`src/rtl/core/a5m_pkg.sv`:
```
// Shared types and constants for the AX.25 monitor text core.
// No dependencies; a5m_packer, a5m_text_seq and the top level of the core refer to this package.
`timescale 1ns / 1ps
`default_nettype none
package a5m_pkg;

  localparam int MAX_RELAYS_DEF = 6;
  localparam int ADDR_LEN       = 7;
  localparam int MAX_RESULTS    = 12;
  localparam int RELAY_W        = 4;

  localparam logic [7:0] CTRL_UI  = 8'h03;
  localparam logic [7:0] PID_NONE = 8'hF0;
  localparam logic [7:0] CH_CR    = 8'h0d;
  localparam logic [7:0] CH_LF    = 8'h0a;
  localparam logic [7:0] CH_SPACE = 8'h20;
  localparam logic [7:0] CH_TILDE = 8'h7e;
  localparam logic [7:0] CH_GT    = 8'h3e;
  localparam logic [7:0] CH_COMMA = 8'h2c;
  localparam logic [7:0] CH_COLON = 8'h3a;
  localparam logic [7:0] CH_DASH  = 8'h2d;
  localparam logic [7:0] CH_ONE   = 8'h31;
  localparam logic [7:0] CH_ZERO  = 8'h30;
  localparam logic [7:0] CH_STAR  = 8'h2a;

  typedef enum logic [2:0] {
    PH_TYPE, PH_ADDR, PH_CTRL, PH_PID, PH_DATA, PH_SKIP
  } phase_t;

  typedef enum logic [1:0] {
    JOB_REJECT, JOB_HEADER, JOB_DATA
  } job_kind_t;

  typedef struct packed {
    job_kind_t          kind;
    logic [7:0]         data;
    logic               last;
    logic [RELAY_W-1:0] relays;
  } job_t;

  typedef enum logic [1:0] {
    PK_CHAR, PK_FLUSH, PK_REJECT
  } pk_op_t;

  typedef struct packed {
    logic       valid;
    pk_op_t     op;
    logic [7:0] ch;
    logic       last;
  } pk_cmd_t;

  typedef enum logic [3:0] {
    SQ_IDLE, SQ_REJ, SQ_LOAD, SQ_EMIT, SQ_COLON, SQ_DATA, SQ_CR, SQ_LF, SQ_FLUSH
  } seq_state_t;

endpackage
`default_nettype wire

```
`src/rtl/core/a5m_in_if.sv`:
```
// Input channel: one frame byte per transaction.
// No dependencies.
`timescale 1ns / 1ps
`default_nettype none
interface a5m_in_if;
  logic       valid;
  logic       ready;
  logic [7:0] frame_byte;
  logic       frame_end;

  modport source (output valid, output frame_byte, output frame_end, input ready);
  modport sink   (input valid, input frame_byte, input frame_end, output ready);
endinterface
`default_nettype wire

```
`src/rtl/core/a5m_out_if.sv`:
```
// Result channel: a chunk of up to eight text characters per transaction.
// No dependencies.
`timescale 1ns / 1ps
`default_nettype none
interface a5m_out_if;
  logic        valid;
  logic        ready;
  logic [63:0] text_chars;
  logic [3:0]  char_count;
  logic        line_done;
  logic        frame_dropped;

  modport source (output valid, output text_chars, output char_count,
                  output line_done, output frame_dropped, input ready);
  modport sink   (input valid, input text_chars, input char_count,
                  input line_done, input frame_dropped, output ready);
endinterface
`default_nettype wire

```
`src/rtl/core/a5m_addr_mem.sv`:
```
// Address byte store: one write port, one read port, registered read data.
// No dependencies.
`timescale 1ns / 1ps
`default_nettype none
module a5m_addr_mem #(
  parameter int DEPTH = 56,
  parameter int AW    = $clog2(DEPTH)
) (
  input  wire logic          clk,
  input  wire logic          wr_en,
  input  wire logic [AW-1:0] wr_addr,
  input  wire logic [7:0]    wr_data,
  input  wire logic          rd_en,
  input  wire logic [AW-1:0] rd_addr,
  output logic      [7:0]    rd_data
);

  logic [7:0] mem [DEPTH];

  always_ff @(posedge clk) begin
    if (wr_en) begin
      mem[wr_addr] <= wr_data;
    end
  end

  always_ff @(posedge clk) begin
    if (rd_en) begin
      rd_data <= mem[rd_addr];
    end
  end

endmodule
`default_nettype wire

```
`src/rtl/core/a5m_packer.sv`:
```
// Packs a character stream into chunks of up to eight and holds the result register.
// Depends on a5m_pkg and a5m_out_if.
`timescale 1ns / 1ps
`default_nettype none
module a5m_packer (
  input  wire logic             clk,
  input  wire logic             rst_n,
  input  wire a5m_pkg::pk_cmd_t cmd,
  output logic                  cmd_ready,
  a5m_out_if.source             out_ch
);

  logic [7:0]  byte_r [8];
  logic [7:0]  byte_nxt [8];
  logic [3:0]  cnt_r, cnt_nxt;
  logic [3:0]  chunks_r, chunks_nxt;
  logic        out_vld_r, out_vld_nxt;
  logic [63:0] out_chars_r, out_chars_nxt;
  logic [3:0]  out_cnt_r, out_cnt_nxt;
  logic        out_done_r, out_done_nxt;
  logic        out_drop_r, out_drop_nxt;
  logic [63:0] word;
  logic        can_load;

  always_comb begin
    for (int i = 0; i < 8; i++) begin
      word[8*i +: 8] = byte_r[i];
    end
  end

  assign can_load = !out_vld_r || out_ch.ready;

  always_comb begin
    byte_nxt      = byte_r;
    cnt_nxt       = cnt_r;
    chunks_nxt    = chunks_r;
    out_vld_nxt   = out_vld_r && !out_ch.ready;
    out_chars_nxt = out_chars_r;
    out_cnt_nxt   = out_cnt_r;
    out_done_nxt  = out_done_r;
    out_drop_nxt  = out_drop_r;
    cmd_ready     = 1'b0;
    if (cmd.valid) begin
      case (cmd.op)
        a5m_pkg::PK_CHAR: begin
          if (cnt_r == 4'd8) begin
            if (chunks_r == 4'(a5m_pkg::MAX_RESULTS - 1)) begin
              // final chunk slot: hold it for the flush, drop excess text
              cmd_ready = 1'b1;
            end else if (can_load) begin
              out_vld_nxt   = 1'b1;
              out_chars_nxt = word;
              out_cnt_nxt   = 4'd8;
              out_done_nxt  = 1'b0;
              out_drop_nxt  = 1'b0;
              chunks_nxt    = chunks_r + 4'd1;
              for (int i = 0; i < 8; i++) byte_nxt[i] = 8'h00;
              byte_nxt[0]   = cmd.ch;
              cnt_nxt       = 4'd1;
              cmd_ready     = 1'b1;
            end
          end else begin
            byte_nxt[cnt_r[2:0]] = cmd.ch;
            cnt_nxt   = cnt_r + 4'd1;
            cmd_ready = 1'b1;
          end
        end
        a5m_pkg::PK_FLUSH: begin
          if (cnt_r != 4'd0) begin
            if (can_load) begin
              out_vld_nxt   = 1'b1;
              out_chars_nxt = word;
              out_cnt_nxt   = cnt_r;
              out_done_nxt  = cmd.last;
              out_drop_nxt  = 1'b0;
              for (int i = 0; i < 8; i++) byte_nxt[i] = 8'h00;
              cnt_nxt       = 4'd0;
              chunks_nxt    = 4'd0;
              cmd_ready     = 1'b1;
            end
          end else begin
            chunks_nxt = 4'd0;
            cmd_ready  = 1'b1;
          end
        end
        a5m_pkg::PK_REJECT: begin
          if (can_load) begin
            out_vld_nxt   = 1'b1;
            out_chars_nxt = 64'd0;
            out_cnt_nxt   = 4'd0;
            out_done_nxt  = 1'b1;
            out_drop_nxt  = 1'b1;
            cmd_ready     = 1'b1;
          end
        end
        default: cmd_ready = 1'b1;
      endcase
    end
  end

  always_ff @(posedge clk) begin
    if (!rst_n) begin
      cnt_r     <= 4'd0;
      chunks_r  <= 4'd0;
      out_vld_r <= 1'b0;
      for (int i = 0; i < 8; i++) byte_r[i] <= 8'h00;
    end else begin
      cnt_r     <= cnt_nxt;
      chunks_r  <= chunks_nxt;
      out_vld_r <= out_vld_nxt;
      byte_r    <= byte_nxt;
    end
  end

  always_ff @(posedge clk) begin
    out_chars_r <= out_chars_nxt;
    out_cnt_r   <= out_cnt_nxt;
    out_done_r  <= out_done_nxt;
    out_drop_r  <= out_drop_nxt;
  end

  assign out_ch.valid         = out_vld_r;
  assign out_ch.text_chars    = out_chars_r;
  assign out_ch.char_count    = out_cnt_r;
  assign out_ch.line_done     = out_done_r;
  assign out_ch.frame_dropped = out_drop_r;

  a_drop_shape: assert property (@(posedge clk) disable iff (!rst_n)
    out_ch.valid && out_ch.frame_dropped |-> out_ch.line_done && out_ch.char_count == 4'd0)
    else $error("rejection transaction carries text");
  a_text_count: assert property (@(posedge clk) disable iff (!rst_n)
    out_ch.valid && !out_ch.frame_dropped |-> out_ch.char_count != 4'd0 &&
      out_ch.char_count <= 4'd8)
    else $error("text transaction with bad character count");
  a_chunk_cap: assert property (@(posedge clk) disable iff (!rst_n)
    chunks_r <= 4'(a5m_pkg::MAX_RESULTS - 1))
    else $error("chunk counter past result limit");

endmodule
`default_nettype wire

```
`src/rtl/core/a5m_text_seq.sv`:
```
// Text sequencer: reads addresses from the store, generates header, payload and line-end characters.
// Depends on a5m_pkg; feeds a5m_packer.
`timescale 1ns / 1ps
`default_nettype none
module a5m_text_seq #(
  parameter int MAX_RELAYS = a5m_pkg::MAX_RELAYS_DEF,
  parameter int DEPTH      = (2 + MAX_RELAYS) * a5m_pkg::ADDR_LEN,
  parameter int AW         = $clog2(DEPTH)
) (
  input  wire logic             clk,
  input  wire logic             rst_n,
  input  wire logic             job_vld,
  input  wire a5m_pkg::job_t    job,
  output logic                  busy,
  output logic                  rd_en,
  output logic [AW-1:0]         rd_addr,
  input  wire logic [7:0]       rd_data,
  output a5m_pkg::pk_cmd_t      cmd,
  input  wire logic             cmd_ready
);

  localparam int SW = a5m_pkg::RELAY_W + 1;

  a5m_pkg::seq_state_t state_r, state_nxt;
  a5m_pkg::job_t       job_r, job_nxt;
  logic [SW-1:0]       slot_r, slot_nxt;
  logic [AW-1:0]       base_r, base_nxt;
  logic [3:0]          ld_r, ld_nxt;
  logic [3:0]          step_r, step_nxt;
  logic [7:0]          buf_r [7];
  logic                nxh_r;
  logic                rd_vld_r;
  logic [2:0]          rd_sel_r;

  logic                is_digi, more_slots, need_nx, nonempty, emit, advance;
  logic [6:0]          keep;
  logic [3:0]          ssid, digit;
  logic [7:0]          ch;
  logic [AW:0]         addr_wide;

  always_comb begin
    for (int i = 0; i < 6; i++) begin
      keep[i] = {1'b0, buf_r[i][7:1]} != a5m_pkg::CH_SPACE;
    end
    keep[6]    = 1'b0;
    ssid       = buf_r[6][4:1];
    digit      = (ssid >= 4'd10) ? ssid - 4'd10 : ssid;
    nonempty   = (|keep) || (ssid != 4'd0);
    is_digi    = slot_r >= SW'(2);
    more_slots = (slot_r + SW'(1)) < ({1'b0, job_r.relays} + SW'(2));
    need_nx    = is_digi && more_slots;
  end

  // read address: six call bytes, SSID byte, then the next digipeater's SSID byte (else the own SSID byte again)
  always_comb begin
    if (ld_r < 4'd7) begin
      addr_wide = {1'b0, base_r} + (AW + 1)'(ld_r);
    end else if (need_nx) begin
      addr_wide = {1'b0, base_r} + (AW + 1)'(2 * a5m_pkg::ADDR_LEN - 1);
    end else begin
      addr_wide = {1'b0, base_r} + (AW + 1)'(a5m_pkg::ADDR_LEN - 1);
    end
    rd_addr = addr_wide[AW-1:0];
    rd_en   = (state_r == a5m_pkg::SQ_LOAD) && (ld_r < 4'd8);
  end

  always_comb begin
    emit = 1'b0;
    ch   = a5m_pkg::CH_SPACE;
    case (step_r)
      4'd0: begin
        if (slot_r == SW'(1)) begin
          emit = 1'b1;
          ch   = a5m_pkg::CH_GT;
        end else if (is_digi && nonempty) begin
          emit = 1'b1;
          ch   = a5m_pkg::CH_COMMA;
        end
      end
      4'd1, 4'd2, 4'd3, 4'd4, 4'd5, 4'd6: begin
        emit = keep[step_r[2:0] - 3'd1];
        ch   = {1'b0, buf_r[step_r[2:0] - 3'd1][7:1]};
      end
      4'd7: begin
        emit = ssid != 4'd0;
        ch   = a5m_pkg::CH_DASH;
      end
      4'd8: begin
        emit = ssid >= 4'd10;
        ch   = a5m_pkg::CH_ONE;
      end
      4'd9: begin
        emit = ssid != 4'd0;
        ch   = a5m_pkg::CH_ZERO + {4'd0, digit};
      end
      4'd10: begin
        emit = is_digi && nonempty && buf_r[6][7] && !nxh_r;
        ch   = a5m_pkg::CH_STAR;
      end
      default: emit = 1'b0;
    endcase
    advance = !emit || cmd_ready;
  end

  always_comb begin
    state_nxt = state_r;
    job_nxt   = job_r;
    slot_nxt  = slot_r;
    base_nxt  = base_r;
    ld_nxt    = ld_r;
    step_nxt  = step_r;
    cmd       = '{valid: 1'b0, op: a5m_pkg::PK_CHAR, ch: 8'h00, last: 1'b0};
    case (state_r)
      a5m_pkg::SQ_IDLE: begin
        if (job_vld) begin
          job_nxt = job;
          case (job.kind)
            a5m_pkg::JOB_REJECT: state_nxt = a5m_pkg::SQ_REJ;
            a5m_pkg::JOB_HEADER: begin
              state_nxt = a5m_pkg::SQ_LOAD;
              slot_nxt  = '0;
              base_nxt  = AW'(a5m_pkg::ADDR_LEN);
              ld_nxt    = 4'd0;
            end
            a5m_pkg::JOB_DATA: state_nxt = a5m_pkg::SQ_DATA;
            default: state_nxt = a5m_pkg::SQ_IDLE;
          endcase
        end
      end
      a5m_pkg::SQ_REJ: begin
        cmd = '{valid: 1'b1, op: a5m_pkg::PK_REJECT, ch: 8'h00, last: 1'b1};
        if (cmd_ready) state_nxt = a5m_pkg::SQ_IDLE;
      end
      a5m_pkg::SQ_LOAD: begin
        // last read data (the next digipeater's H bit) lands in nxh_r at the edge that leaves this state
        if (ld_r == 4'd8) begin
          state_nxt = a5m_pkg::SQ_EMIT;
          step_nxt  = 4'd0;
        end else begin
          ld_nxt = ld_r + 4'd1;
        end
      end
      a5m_pkg::SQ_EMIT: begin
        cmd = '{valid: emit, op: a5m_pkg::PK_CHAR, ch: ch, last: 1'b0};
        if (advance) begin
          if (step_r == 4'd10) begin
            if (more_slots) begin
              slot_nxt  = slot_r + SW'(1);
              ld_nxt    = 4'd0;
              state_nxt = a5m_pkg::SQ_LOAD;
              if (slot_r == '0) begin
                base_nxt = '0;
              end else if (slot_r == SW'(1)) begin
                base_nxt = AW'(2 * a5m_pkg::ADDR_LEN);
              end else begin
                base_nxt = base_r + AW'(a5m_pkg::ADDR_LEN);
              end
            end else begin
              state_nxt = a5m_pkg::SQ_COLON;
            end
          end else begin
            step_nxt = step_r + 4'd1;
          end
        end
      end
      a5m_pkg::SQ_COLON: begin
        cmd = '{valid: 1'b1, op: a5m_pkg::PK_CHAR, ch: a5m_pkg::CH_COLON, last: 1'b0};
        if (cmd_ready) state_nxt = job_r.last ? a5m_pkg::SQ_CR : a5m_pkg::SQ_FLUSH;
      end
      a5m_pkg::SQ_DATA: begin
        cmd.valid = 1'b1;
        cmd.op    = a5m_pkg::PK_CHAR;
        cmd.ch    = (job_r.data >= a5m_pkg::CH_SPACE && job_r.data <= a5m_pkg::CH_TILDE) ?
                    job_r.data : a5m_pkg::CH_SPACE;
        if (cmd_ready) state_nxt = job_r.last ? a5m_pkg::SQ_CR : a5m_pkg::SQ_FLUSH;
      end
      a5m_pkg::SQ_CR: begin
        cmd = '{valid: 1'b1, op: a5m_pkg::PK_CHAR, ch: a5m_pkg::CH_CR, last: 1'b0};
        if (cmd_ready) state_nxt = a5m_pkg::SQ_LF;
      end
      a5m_pkg::SQ_LF: begin
        cmd = '{valid: 1'b1, op: a5m_pkg::PK_CHAR, ch: a5m_pkg::CH_LF, last: 1'b0};
        if (cmd_ready) state_nxt = a5m_pkg::SQ_FLUSH;
      end
      a5m_pkg::SQ_FLUSH: begin
        cmd = '{valid: 1'b1, op: a5m_pkg::PK_FLUSH, ch: 8'h00, last: job_r.last};
        if (cmd_ready) state_nxt = a5m_pkg::SQ_IDLE;
      end
      default: state_nxt = a5m_pkg::SQ_IDLE;
    endcase
  end

  assign busy = state_r != a5m_pkg::SQ_IDLE;

  always_ff @(posedge clk) begin
    if (!rst_n) begin
      state_r  <= a5m_pkg::SQ_IDLE;
      rd_vld_r <= 1'b0;
    end else begin
      state_r  <= state_nxt;
      rd_vld_r <= rd_en;
    end
  end

  always_ff @(posedge clk) begin
    job_r    <= job_nxt;
    slot_r   <= slot_nxt;
    base_r   <= base_nxt;
    ld_r     <= ld_nxt;
    step_r   <= step_nxt;
    rd_sel_r <= ld_r[2:0];
    if (rd_vld_r) begin
      if (rd_sel_r == 3'd7) begin
        nxh_r <= rd_data[7] && need_nx;
      end else begin
        buf_r[rd_sel_r] <= rd_data;
      end
    end
  end

  a_read_in_load: assert property (@(posedge clk) disable iff (!rst_n)
    rd_vld_r |-> state_r == a5m_pkg::SQ_LOAD)
    else $error("read data returned outside address load");
  a_job_when_idle: assert property (@(posedge clk) disable iff (!rst_n)
    busy |=> !$rose(state_r == a5m_pkg::SQ_LOAD) || $past(state_r) == a5m_pkg::SQ_IDLE ||
      $past(state_r) == a5m_pkg::SQ_EMIT)
    else $error("address load entered from wrong state");

endmodule
`default_nettype wire

```
`src/rtl/core/ax25_frame_to_monitor_text_core.sv`:
```
// Top level of the AX.25 monitor text core: frame parser, address store, sequencer, packer.
// Depends on a5m_pkg, a5m_in_if, a5m_out_if, a5m_addr_mem, a5m_text_seq, a5m_packer.
`timescale 1ns / 1ps
`default_nettype none
// Takes a KISS frame one byte per transaction and returns the monitor line
// "from>to,digi*,...:payload" CR LF in chunks of up to eight characters, or a
// single rejection transaction. Type, address and control bytes give no result
// unless the frame is rejected. On the PID byte the sequencer builds the header
// from the address store: each address is loaded through the single store read
// port and then rendered in eleven character steps; while the header is built,
// also while the result side stalls, no byte is accepted. Each payload byte
// passes through a character step and a flush, the final one also through CR LF.
// The output register lets the next byte in while a chunk waits to be taken.
// The address store needs no clearing after reset.
module ax25_frame_to_monitor_text_core #(
  parameter int MAX_RELAYS = a5m_pkg::MAX_RELAYS_DEF
) (
  input  wire logic clk,
  input  wire logic rst_n,
  a5m_in_if.sink    in_chan,
  a5m_out_if.source out_chan
);

  localparam int DEPTH = (2 + MAX_RELAYS) * a5m_pkg::ADDR_LEN;
  localparam int AW    = $clog2(DEPTH);
  localparam int BW    = $clog2(DEPTH + a5m_pkg::ADDR_LEN);
  localparam int RW    = a5m_pkg::RELAY_W;

  a5m_pkg::phase_t  phase_r, phase_nxt;
  logic [AW-1:0]    idx_r, idx_nxt;
  logic [BW-1:0]    bnd_r, bnd_nxt;
  logic [RW-1:0]    grp_r, grp_nxt;
  logic [RW-1:0]    relay_r, relay_nxt;

  logic             acc, busy, wr_en, rd_en, job_vld, cmd_ready, rej;
  logic [AW-1:0]    rd_addr;
  logic [7:0]       rd_data, b;
  logic             fend;
  a5m_pkg::job_t    job;
  a5m_pkg::pk_cmd_t cmd;

  assign in_chan.ready = !busy;
  assign acc  = in_chan.valid && in_chan.ready;
  assign b    = in_chan.frame_byte;
  assign fend = in_chan.frame_end;

  always_comb begin
    phase_nxt = phase_r;
    idx_nxt   = idx_r;
    bnd_nxt   = bnd_r;
    grp_nxt   = grp_r;
    relay_nxt = relay_r;
    wr_en     = 1'b0;
    job_vld   = 1'b0;
    rej       = 1'b0;
    job       = '{kind: a5m_pkg::JOB_REJECT, data: b, last: fend, relays: relay_r};
    if (acc) begin
      case (phase_r)
        a5m_pkg::PH_TYPE: begin
          idx_nxt   = '0;
          relay_nxt = '0;
          bnd_nxt   = BW'(2 * a5m_pkg::ADDR_LEN - 1);
          grp_nxt   = '0;
          if (b[3:0] != 4'd0 || fend) rej = 1'b1;
          else phase_nxt = a5m_pkg::PH_ADDR;
        end
        a5m_pkg::PH_ADDR: begin
          wr_en   = 1'b1;
          idx_nxt = idx_r + AW'(1);
          // end-bit check at the SSID byte of each address from the source on
          if ({{(BW - AW){1'b0}}, idx_r} == bnd_r) begin
            bnd_nxt = bnd_r + BW'(a5m_pkg::ADDR_LEN);
            grp_nxt = grp_r + RW'(1);
            if (b[0]) begin
              relay_nxt = grp_r;
              phase_nxt = a5m_pkg::PH_CTRL;
            end else if (grp_r >= RW'(MAX_RELAYS)) begin
              rej = 1'b1;
            end
          end
          if (fend) rej = 1'b1;
        end
        a5m_pkg::PH_CTRL: begin
          if (b != a5m_pkg::CTRL_UI || fend) rej = 1'b1;
          else phase_nxt = a5m_pkg::PH_PID;
        end
        a5m_pkg::PH_PID: begin
          if (b != a5m_pkg::PID_NONE) begin
            rej = 1'b1;
          end else begin
            job_vld   = 1'b1;
            job.kind  = a5m_pkg::JOB_HEADER;
            phase_nxt = fend ? a5m_pkg::PH_TYPE : a5m_pkg::PH_DATA;
          end
        end
        a5m_pkg::PH_DATA: begin
          job_vld   = 1'b1;
          job.kind  = a5m_pkg::JOB_DATA;
          phase_nxt = fend ? a5m_pkg::PH_TYPE : a5m_pkg::PH_DATA;
        end
        a5m_pkg::PH_SKIP: begin
          if (fend) phase_nxt = a5m_pkg::PH_TYPE;
        end
        default: phase_nxt = a5m_pkg::PH_TYPE;
      endcase
      if (rej) begin
        job_vld   = 1'b1;
        job.kind  = a5m_pkg::JOB_REJECT;
        phase_nxt = fend ? a5m_pkg::PH_TYPE : a5m_pkg::PH_SKIP;
      end
    end
  end

  always_ff @(posedge clk) begin
    if (!rst_n) begin
      phase_r <= a5m_pkg::PH_TYPE;
      idx_r   <= '0;
      relay_r <= '0;
      bnd_r   <= BW'(2 * a5m_pkg::ADDR_LEN - 1);
      grp_r   <= '0;
    end else begin
      phase_r <= phase_nxt;
      idx_r   <= idx_nxt;
      relay_r <= relay_nxt;
      bnd_r   <= bnd_nxt;
      grp_r   <= grp_nxt;
    end
  end

  a5m_addr_mem #(.DEPTH(DEPTH), .AW(AW)) u_mem (
    .clk     (clk),
    .wr_en   (wr_en),
    .wr_addr (idx_r),
    .wr_data (b),
    .rd_en   (rd_en),
    .rd_addr (rd_addr),
    .rd_data (rd_data)
  );

  a5m_text_seq #(.MAX_RELAYS(MAX_RELAYS), .DEPTH(DEPTH), .AW(AW)) u_seq (
    .clk       (clk),
    .rst_n     (rst_n),
    .job_vld   (job_vld),
    .job       (job),
    .busy      (busy),
    .rd_en     (rd_en),
    .rd_addr   (rd_addr),
    .rd_data   (rd_data),
    .cmd       (cmd),
    .cmd_ready (cmd_ready)
  );

  a5m_packer u_pack (
    .clk       (clk),
    .rst_n     (rst_n),
    .cmd       (cmd),
    .cmd_ready (cmd_ready),
    .out_ch    (out_chan)
  );

  a_no_write_while_busy: assert property (@(posedge clk) disable iff (!rst_n)
    busy |-> !wr_en)
    else $error("address store written during header build");
  a_job_only_idle: assert property (@(posedge clk) disable iff (!rst_n)
    job_vld |-> !busy)
    else $error("job issued while sequencer busy");
  a_header_has_end: assert property (@(posedge clk) disable iff (!rst_n)
    acc && phase_r == a5m_pkg::PH_PID |-> relay_r <= RW'(MAX_RELAYS))
    else $error("relay count beyond limit at header start");

endmodule
`default_nettype wire

```
`src/flat_wrapper.sv`:
```
// flat-port wrapper written by rule: the top's interface ports become plain ports
module ax25_frame_to_monitor_text_core_flat 
#(
  parameter int MAX_RELAYS = a5m_pkg::MAX_RELAYS_DEF
)
  (clk, rst_n, in_chan_valid, in_chan_frame_byte, in_chan_frame_end, in_chan_ready, out_chan_valid, out_chan_text_chars, out_chan_char_count, out_chan_line_done, out_chan_frame_dropped, out_chan_ready);
  a5m_in_if in_chan_i ();
  a5m_out_if out_chan_i ();
  input  wire logic clk;
  input  wire logic rst_n;
  input wire logic [$bits(in_chan_i.valid)-1:0] in_chan_valid;
  input wire logic [$bits(in_chan_i.frame_byte)-1:0] in_chan_frame_byte;
  input wire logic [$bits(in_chan_i.frame_end)-1:0] in_chan_frame_end;
  output wire logic [$bits(in_chan_i.ready)-1:0] in_chan_ready;
  output wire logic [$bits(out_chan_i.valid)-1:0] out_chan_valid;
  output wire logic [$bits(out_chan_i.text_chars)-1:0] out_chan_text_chars;
  output wire logic [$bits(out_chan_i.char_count)-1:0] out_chan_char_count;
  output wire logic [$bits(out_chan_i.line_done)-1:0] out_chan_line_done;
  output wire logic [$bits(out_chan_i.frame_dropped)-1:0] out_chan_frame_dropped;
  input wire logic [$bits(out_chan_i.ready)-1:0] out_chan_ready;
  assign in_chan_i.valid = in_chan_valid;
  assign in_chan_i.frame_byte = in_chan_frame_byte;
  assign in_chan_i.frame_end = in_chan_frame_end;
  assign in_chan_ready = in_chan_i.ready;
  assign out_chan_valid = out_chan_i.valid;
  assign out_chan_text_chars = out_chan_i.text_chars;
  assign out_chan_char_count = out_chan_i.char_count;
  assign out_chan_line_done = out_chan_i.line_done;
  assign out_chan_frame_dropped = out_chan_i.frame_dropped;
  assign out_chan_i.ready = out_chan_ready;
  ax25_frame_to_monitor_text_core #(.MAX_RELAYS(MAX_RELAYS)) u_core (.clk(clk), .rst_n(rst_n), .in_chan(in_chan_i), .out_chan(out_chan_i));
endmodule
```
`config.mk`:
```
export PLATFORM = sky130hd
export DESIGN_NAME = ax25_frame_to_monitor_text_core_flat
export DESIGN_NICKNAME = d
export VERILOG_FILES = /design/src/rtl/core/a5m_pkg.sv /design/src/rtl/core/a5m_in_if.sv /design/src/rtl/core/a5m_out_if.sv /design/src/rtl/core/a5m_addr_mem.sv /design/src/rtl/core/a5m_packer.sv /design/src/rtl/core/a5m_text_seq.sv /design/src/rtl/core/ax25_frame_to_monitor_text_core.sv /design/src/flat_wrapper.sv
export SDC_FILE = /design/constraint.sdc
export NUM_CORES = 1
export LEC_CHECK = 0
export BUFFER_PORTS_ARGS = -buffer_cell sky130_fd_sc_hd__clkbuf_2
export CORE_AREA = 2 2 275 196
export DETAILED_ROUTE_END_ITERATION = 12
export DIE_AREA = 0 0 277 198
export PLACE_DENSITY = 0.86
export SYNTH_ARGS = -nofsm -noshare
export SYNTH_HDL_FRONTEND = slang
export SYNTH_SLANG_ARGS = --single-unit
```
`constraint.sdc`:
```
create_clock -name clk -period 8.2 [get_ports clk]
set_clock_uncertainty 0.1 [all_clocks]
set_input_delay 0.41 -clock clk [delete_from_list [all_inputs] [get_ports clk]]
set_output_delay 0.41 -clock clk [all_outputs]
set_load 0.005 [all_outputs]
```
==> results of run 1 <==
-- flip-flops by register name, summed over array words and instances (netlist names), 5 cells and up --
register	flops
u_core.u_seq.job_r	13
u_core.u_pack.out_ch.text_chars	64
u_core.u_seq.base_r	6
u_core.u_seq.slot_r	5
u_core.bnd_r	6
u_core.u_pack.byte_r	64
u_core.u_seq.buf_r	56
u_core.idx_r	6
u_core.u_mem.mem	392
u_core.u_mem.rd_data	7
-- area by class of cell --
class / instances / area share, %
Multi-Input combinational cell: 1538 / 29.0
Tap cell: 693 / 2.75
Timing Repair Buffer: 108 / 1.96
Clock inverter: 34 / 0.880
Sequential cell: 662 / 59.7
Inverter: 75 / 0.892
Clock buffer: 76 / 4.88
-- worst paths after layout --
check | startpoint | endpoint | slack [ps] | cells past startpoint
worst min register to register | u_core.u_pack.byte_r[15] | u_core.u_pack.byte_r[15] | 330 | 2
worst min-delay path | in_chan_frame_byte[7] | u_core.u_seq.job_r[12] | 80 | 1
worst max register to register | u_core.u_seq.slot_r[0] | u_core.u_mem.rd_data[4] | 2950 | 12
worst max-delay path | u_core.u_seq.slot_r[0] | u_core.u_mem.rd_data[4] | 2950 | 12
-- critical path, stage by stage, from the launching register on --
cell and delay [ps]:
edfxtp_1 470, ha_1 270, xor2_1 170, ha_1 340, nor3_2 250, a2111o_1 420, a41oi_2 220, nand2_4 680
buf_4 930, a21oi_1 60, o21ai_0 430, nand4_1 300, and4_1 290
-- cell usage after synthesis (all sizes together), types with 10 or more instances --
cell / n / area [um2]
edfxtp: 558 / 16800
nand2: 456 / 1710
a21oi: 184 / 936
nand3: 161 / 806
nor2: 136 / 513
dfxtp: 104 / 2080
buf: 86 / 500
inv: 75 / 282
clkbuf: 65 / 244
nor3: 46 / 250
mux2i: 44 / 440
o21ai: 43 / 219
ha: 36 / 450
o22ai: 27 / 169
and3: 25 / 161
o2111ai: 24 / 210
a31oi: 21 / 146
o32ai: 21 / 184
o31ai: 20 / 224
nand4: 19 / 119
a21o: 18 / 135
xor2: 18 / 165
mux4: 17 / 383
nand2b: 17 / 106
and2: 15 / 93.8
xnor2: 14 / 123
a211oi: 13 / 97.6
nor2b: 13 / 81.3
o211ai: 12 / 90.1
or3: 11 / 73.8
nor4b: 10 / 93.8
-- where the power goes --
group	switching, mW	internal [mW]	total [mW]
logic	1.57	0.681	2.25
clock network	1.24	1.40	2.64
registers	0.147	3.82	3.96
total	2.96	5.90	8.86
-- metrics by stage --
step | std cells | hold slack, ps | utilization, % | area (um2) | power (mW)
finish | 3186 | 76.8 | 60.0 | 31600 | 8.86
detailed placement | 3074 | 318 | 56.5 | 29700 | 6.19
floorplan | 2426 | 309 | - | 28900 | 5.59
CTS | 3186 | 48.2 | 60.0 | 31600 | 8.80
global placement | 3074 | 320 | 56.5 | 29700 | 6.11
global route | 3186 | 76.8 | 60.0 | 31600 | 9.17
-- per-layer routing --
metal | track usage, % | routed length, um | vias up
li1 | - | - | 8977
met1 | 36.7 | 28800 | 9892
met2 | 39.0 | 32000 | 1349
met3 | 7.85 | 9680 | 212
met4 | 9.88 | 2620 | 6
met5 | 1.77 | 124 | -
-- cell families (layout without fill, tap and decap cells) --
logic type / count (synthesis) / count (layout) / synth area share [%]
xor gates and xnor gates: 32 / 32 / 0.995
adders and majority gates: 37 / 37 / 1.63
DFF: 662 / 662 / 65.1
AOI/OAI and AO/OA: 458 / 458 / 10.9
and+or+nand+nor: 936 / 936 / 14.7
buffers and inverters: 226 / 293 / 3.55
other: 1 / 7 / 0.0130
muxes: 68 / 68 / 3.12
==> impl_metrics.json, run 1 <==
{
  "critPathKind": "reg2reg",
  "leakage_nw": 10.6,
  "die_area_um2": 54800,
  "vias_per_cell": 6.41,
  "drc": 0,
  "synth_cell_types": 91,
  "worst_slew_pin_slew_ps": 1430,
  "p_per_area_nw_per_um2": 281,
  "num_rows": 71,
  "cp_max_fo": 100,
  "max_slew_margin_pct": 4.18,
  "fin_crit_ps": 5250,
  "cts-root-buf": "clkbuf_16",
  "syn_area_um2": 28900,
  "grt_usage_pct": 26.3,
  "rsz0062_at_grt": "no",
  "cap_violations": 0,
  "syn_area_per_cell_um2": 12.0,
  "die_height_um": 198,
  "cp-end-kind": "flop",
  "wl_per_cell_um": 23.0,
  "dp_hpwl_um": 47200,
  "fillers": 3960,
  "synthFlopType": "edfxtp_1",
  "ir_worst_vdd_uv": 210,
  "hold_buffers": 2,
  "overflow": 0,
  "setup_tns_ps": 0,
  "cts_tree": "yes",
  "start_kind": "flop",
  "drive_gt1_share_pct": 10.5,
  "regArea_um2": 18800,
  "clkTransAtPathRegs_ps": 70,
  "layout_common_cells": "edfxtp_1, nand2_1, a21oi_1, nand3_1, nor2_1",
  "coreArea_um2": 52600,
  "min_path_type": "in2reg",
  "drt-total-wl_um": 73200,
  "syn_to_final_growth_pct": 9.13,
  "status": "complete, no violations",
  "fin_nets": 2493,
  "yosysWarnings": 0,
  "dp_worst_setup_slack_ps": 3060,
  "critical_path_arrival_ps": 5540,
  "hold_violations": 0,
  "synthCells": 2420,
  "clock.fmax_ghz": 0.190,
  "antenna_found_initial": 1,
  "first_iter_violations": 3261,
  "h-tree-depth": 2,
  "crit_required_ps": 8490,
  "ys_seq_area_share_pct": 65.1,
  "synth_edf_count": 558,
  "postRouteAntennaNets": 0,
  "cts_max_path_buffers": 3,
  "ys_ff_latch": 662,
  "async_flop_share_pct": 0,
  "drv_slew": 0,
  "post_cts_buffers": 0,
  "die_x_um": 277,
  "grt_pass1_vias": 19700,
  "multi_input_area_um2": 9140,
  "cts_buffers": 58,
  "vias": 20400,
  "globalplace.congestion": 0.932,
  "place.port_buffers": 84,
  "num_antenna_cells": 0,
  "io_pins": 85,
  "layout_commonest_cell": "edfxtp_1",
  "finalSetupViolCount": 0,
  "clock-sinks": 662,
  "firstDrtPassIters": 8,
  "ctsResizeCount": 0,
  "start_util_pct": 55.0,
  "grt_max_degree": 138,
  "grt_pass1_wl_um": 112000,
  "clk_latency_ps": 630,
  "period_share_pct": 64.1,
  "setup_ws_ps": 2950
}
(Power assumes the default switching activity.)
==> inputs of run 2 (changes only) <==
--- a/config.mk
+++ b/config.mk
@@ -5,11 +5,12 @@
 export SDC_FILE = /design/constraint.sdc
 export NUM_CORES = 1
 export LEC_CHECK = 0
+export ABC_AREA = 1
 export BUFFER_PORTS_ARGS = -buffer_cell sky130_fd_sc_hd__clkbuf_2
-export CORE_AREA = 2 2 275 196
+export CORE_AREA = 2 2 269 191
 export DETAILED_ROUTE_END_ITERATION = 12
-export DIE_AREA = 0 0 277 198
-export PLACE_DENSITY = 0.86
+export DIE_AREA = 0 0 271 193
+export PLACE_DENSITY = 0.88
 export SYNTH_ARGS = -nofsm -noshare
 export SYNTH_HDL_FRONTEND = slang
 export SYNTH_SLANG_ARGS = --single-unit
==> constraint.sdc (replaced) <==
create_clock -name clk -period 5.15 [get_ports clk]
set_clock_uncertainty 0.1 [all_clocks]
set_input_delay 0.2575 -clock clk [delete_from_list [all_inputs] [get_ports clk]]
set_output_delay 0.2575 -clock clk [all_outputs]
set_load 0.005 [all_outputs]
==> impl_metrics.json, run 2 <==
{
  "status": "complete, no violations",
  "io_pins": 85,
  "overflow": 0,
  "p_comb_share_pct": 36.7,
  "synth_edf_count": 558,
  "period_share_pct": 90.3,
  "finalSetupViolCount": 0,
  "critical_path_arrival_ps": 4940,
  "p_switching_mw": 6.77,
  "place_inst": 3625,
  "fin_crit_ps": 4650,
  "drive_gt1_share_pct": 8.98,
  "start_kind": "flop",
  "synth_top_area_share_pct": 56.7,
  "grt_max_degree": 102,
  "swShare_pct": 39.5,
  "ys_seq_area_share_pct": 63.7,
  "firstDrtPassIters": 7,
  "grt_usage_pct": 28.5,
  "cp_max_fo": 71,
  "path_cells": "ha_1 > nand2_1 > inv_1 > nand2_1 > xor2_1 > inv_1 > ha_1 > a21o_1 > nor2_4 > nand3_2 > nand2_1 > nand3_4 > nand2_8 > buf_12 > buf_4 > nand2_1 > o211ai_1 > nand2_1 > nand2_1 > nand3_1 > nand2_1 > clkinv_1 > nand2_1 > nand2_1",
  "cellInternalPower_mw": 10.4,
  "cts_buffers": 60,
  "ys_ff_latch": 662,
  "max_stage_delay_ps": 480,
  "grt_pass1_vias": 20700,
  "worst_slew_pin_slew_ps": 1200,
  "layout_commonest_cell": "nand2_1",
  "regArea_um2": 18800,
  "synth_area_leaders": "edfxtp_1, nand2_1, dfxtp_1",
  "ys_top_cells_by_count": "nand2_1, edfxtp_1, nor2_1",
  "drv_slew": 0,
  "synthFlopType": "edfxtp_1",
  "synthCells": 2956,
  "reg2reg_slack_ps": 500,
  "fillers": 3561,
  "wl_per_cell_um": 20.3,
  "cts_max_path_buffers": 3,
  "vias": 22600,
  "cts_tree": "yes",
  "power.share.clock_pct": 25.8,
  "cap_violations": 0,
  "syn_area_per_cell_um2": 10.0,
  "synth_top_area_cell": "edfxtp_1",
  "place.port_buffers": 84,
  "crit_required_ps": 5440,
  "syn_area_um2": 29600,
  "min_path_type": "in2reg",
  "async_flop_share_pct": 0,
  "critPathKind": "reg2reg",
  "multi_input_area_um2": 8940,
  "post_cts_buffers": 0,
  "critPathSlowestCell": "edfxtp_1",
  "cp-end-kind": "flop",
  "die_area_um2": 52300,
  "postRouteAntennaNets": 0,
  "leakage_nw": 12.7,
  "setup_tns_ps": 0,
  "yosysWarnings": 0,
  "syn_to_final_growth_pct": 10.6,
  "drc": 0,
  "synth_cell_types": 53,
  "coreArea_um2": 50000,
  "synth.most_common_cell": "nand2_1",
  "fin_nets": 3072,
  "hold_violations": 0,
  "vias_per_cell": 6.03,
  "clkTransAtPathRegs_ps": 70,
  "pwr-share-seq_pct": 37.5,
  "die_x_um": 271,
  "largest_register_ffs": 392,
  "regMostFlops": "u_core.u_mem.mem",
  "drt-total-wl_um": 76300,
  "clock-sinks": 662,
  "layout_common_cells": "nand2_1, edfxtp_1, nor2_1, inv_1, nand3_1",
  "dp_hpwl_um": 47300,
  "clock.fmax_ghz": 0.215,
  "num_rows": 69,
  "ir_worst_vdd_uv": 447,
  "globalplace.congestion": 0.919,
  "critPathMostFrequentCell": "nand2_1",
  "die_height_um": 193,
  "grt_pass1_wl_um": 115000,
  "start_util_pct": 59.2,
  "first_iter_violations": 3461,
  "rsz0062_at_grt": "no",
  "max_slew_margin_pct": 19.9,
  "cts-root-buf": "clkbuf_16",
  "h-tree-depth": 2,
  "final_cells": 3750,
  "clk_latency_ps": 660,
  "antenna_found_initial": 3,
  "p_per_area_nw_per_um2": 523
}
-- run 2: cell families after synthesis --
logic type	after synthesis	synth area share (%)
other	1	0.0127
AO/OA/AOI/OAI	409	8.12
AND/OR/NAND/NOR	1357	19.7
XOR/XNOR	14	0.415
adder cells (fa/ha/maj)	37	1.59
flip-flops	662	63.7
buffers and inverters	476	6.43
-- run 2: repair_timing --
item,CTS,global route
hold buffers,7,0
resized for setup,0,1
endpoints found under the hold margin,12,0
setup endpoints to repair,0,1
-- run 2: metal layers --
metal / part of all wire [%] / routed length, um / GRT usage, %
met1: 40 / 30300 / 41.2
met2: 44 / 33300 / 42.3
met3: 14 / 10600 / 7.55
met4: 2.8 / 2150 / 9.26
met5: 0 / 0 / 0
-- run 2: metrics by stage --
step / cell area [um2] / setup WS (ps) / hold WS [ps] / utilization, % / total power [mW]
after floorplan: 29600 / 967 / 256 / - / 10.6
after global placement: 30700 / 687 / 319 / 61.3 / 12.2
after detailed placement: 30700 / 549 / 321 / 61.3 / 12.4
after CTS: 32700 / 432 / 52.6 / 65.4 / 16.8
after global routing: 32700 / 159 / 97.6 / 65.4 / 17.8
final: 32700 / 501 / 81.8 / 65.4 / 17.1
-- run 2: power by group through the flow --
stage | clock, mW | combinational (mW) | sequential (mW)
2_1_floorplan | 0 | 4.15 | 6.44
3_3_place_gp | 0 | 5.71 | 6.50
3_5_place_dp | 0 | 5.90 | 6.51
4_1_cts | 4.43 | 5.99 | 6.40
5_1_grt | 4.62 | 6.74 | 6.43
6_report | 4.42 | 6.28 | 6.41
-- run 2: final cells by class --
type / instances / share of cell area, %
timing repair buffer: 125 / 2.55
sequential: 662 / 57.6
clock inverter: 22 / 0.536
antenna: 3 / 0.0230
multi-input combinational: 1826 / 27.3
inverter: 347 / 3.98
clock buffer: 91 / 5.41
tap: 674 / 2.58
-- run 2: path summary, 6_finish.rpt --
| kind | endpoint | cells after the start | from |
|---|---|---|---|
| min | u_core.phase_r[0] | 5 | in_chan_valid |
| max reg2reg | u_core.u_mem.rd_data[4] | 24 | u_core.u_seq.slot_r[0] |
| max | u_core.u_mem.rd_data[4] | 24 | u_core.u_seq.slot_r[0] |
| min reg2reg | u_core.u_seq.job_r[0] | 0 | u_core.relay_r[0] |
-- run 2: worst max-delay path: cells and delay by family, from the launching register on --
family                     cells  cell delay, ps
adders and majority gates      2             570
DFF                            1             480
and+or+nand+nor               14            1910
AOI/OAI and AO/OA              2             320
buffers and inverters          5             750
xor gates and xnor gates       1             180
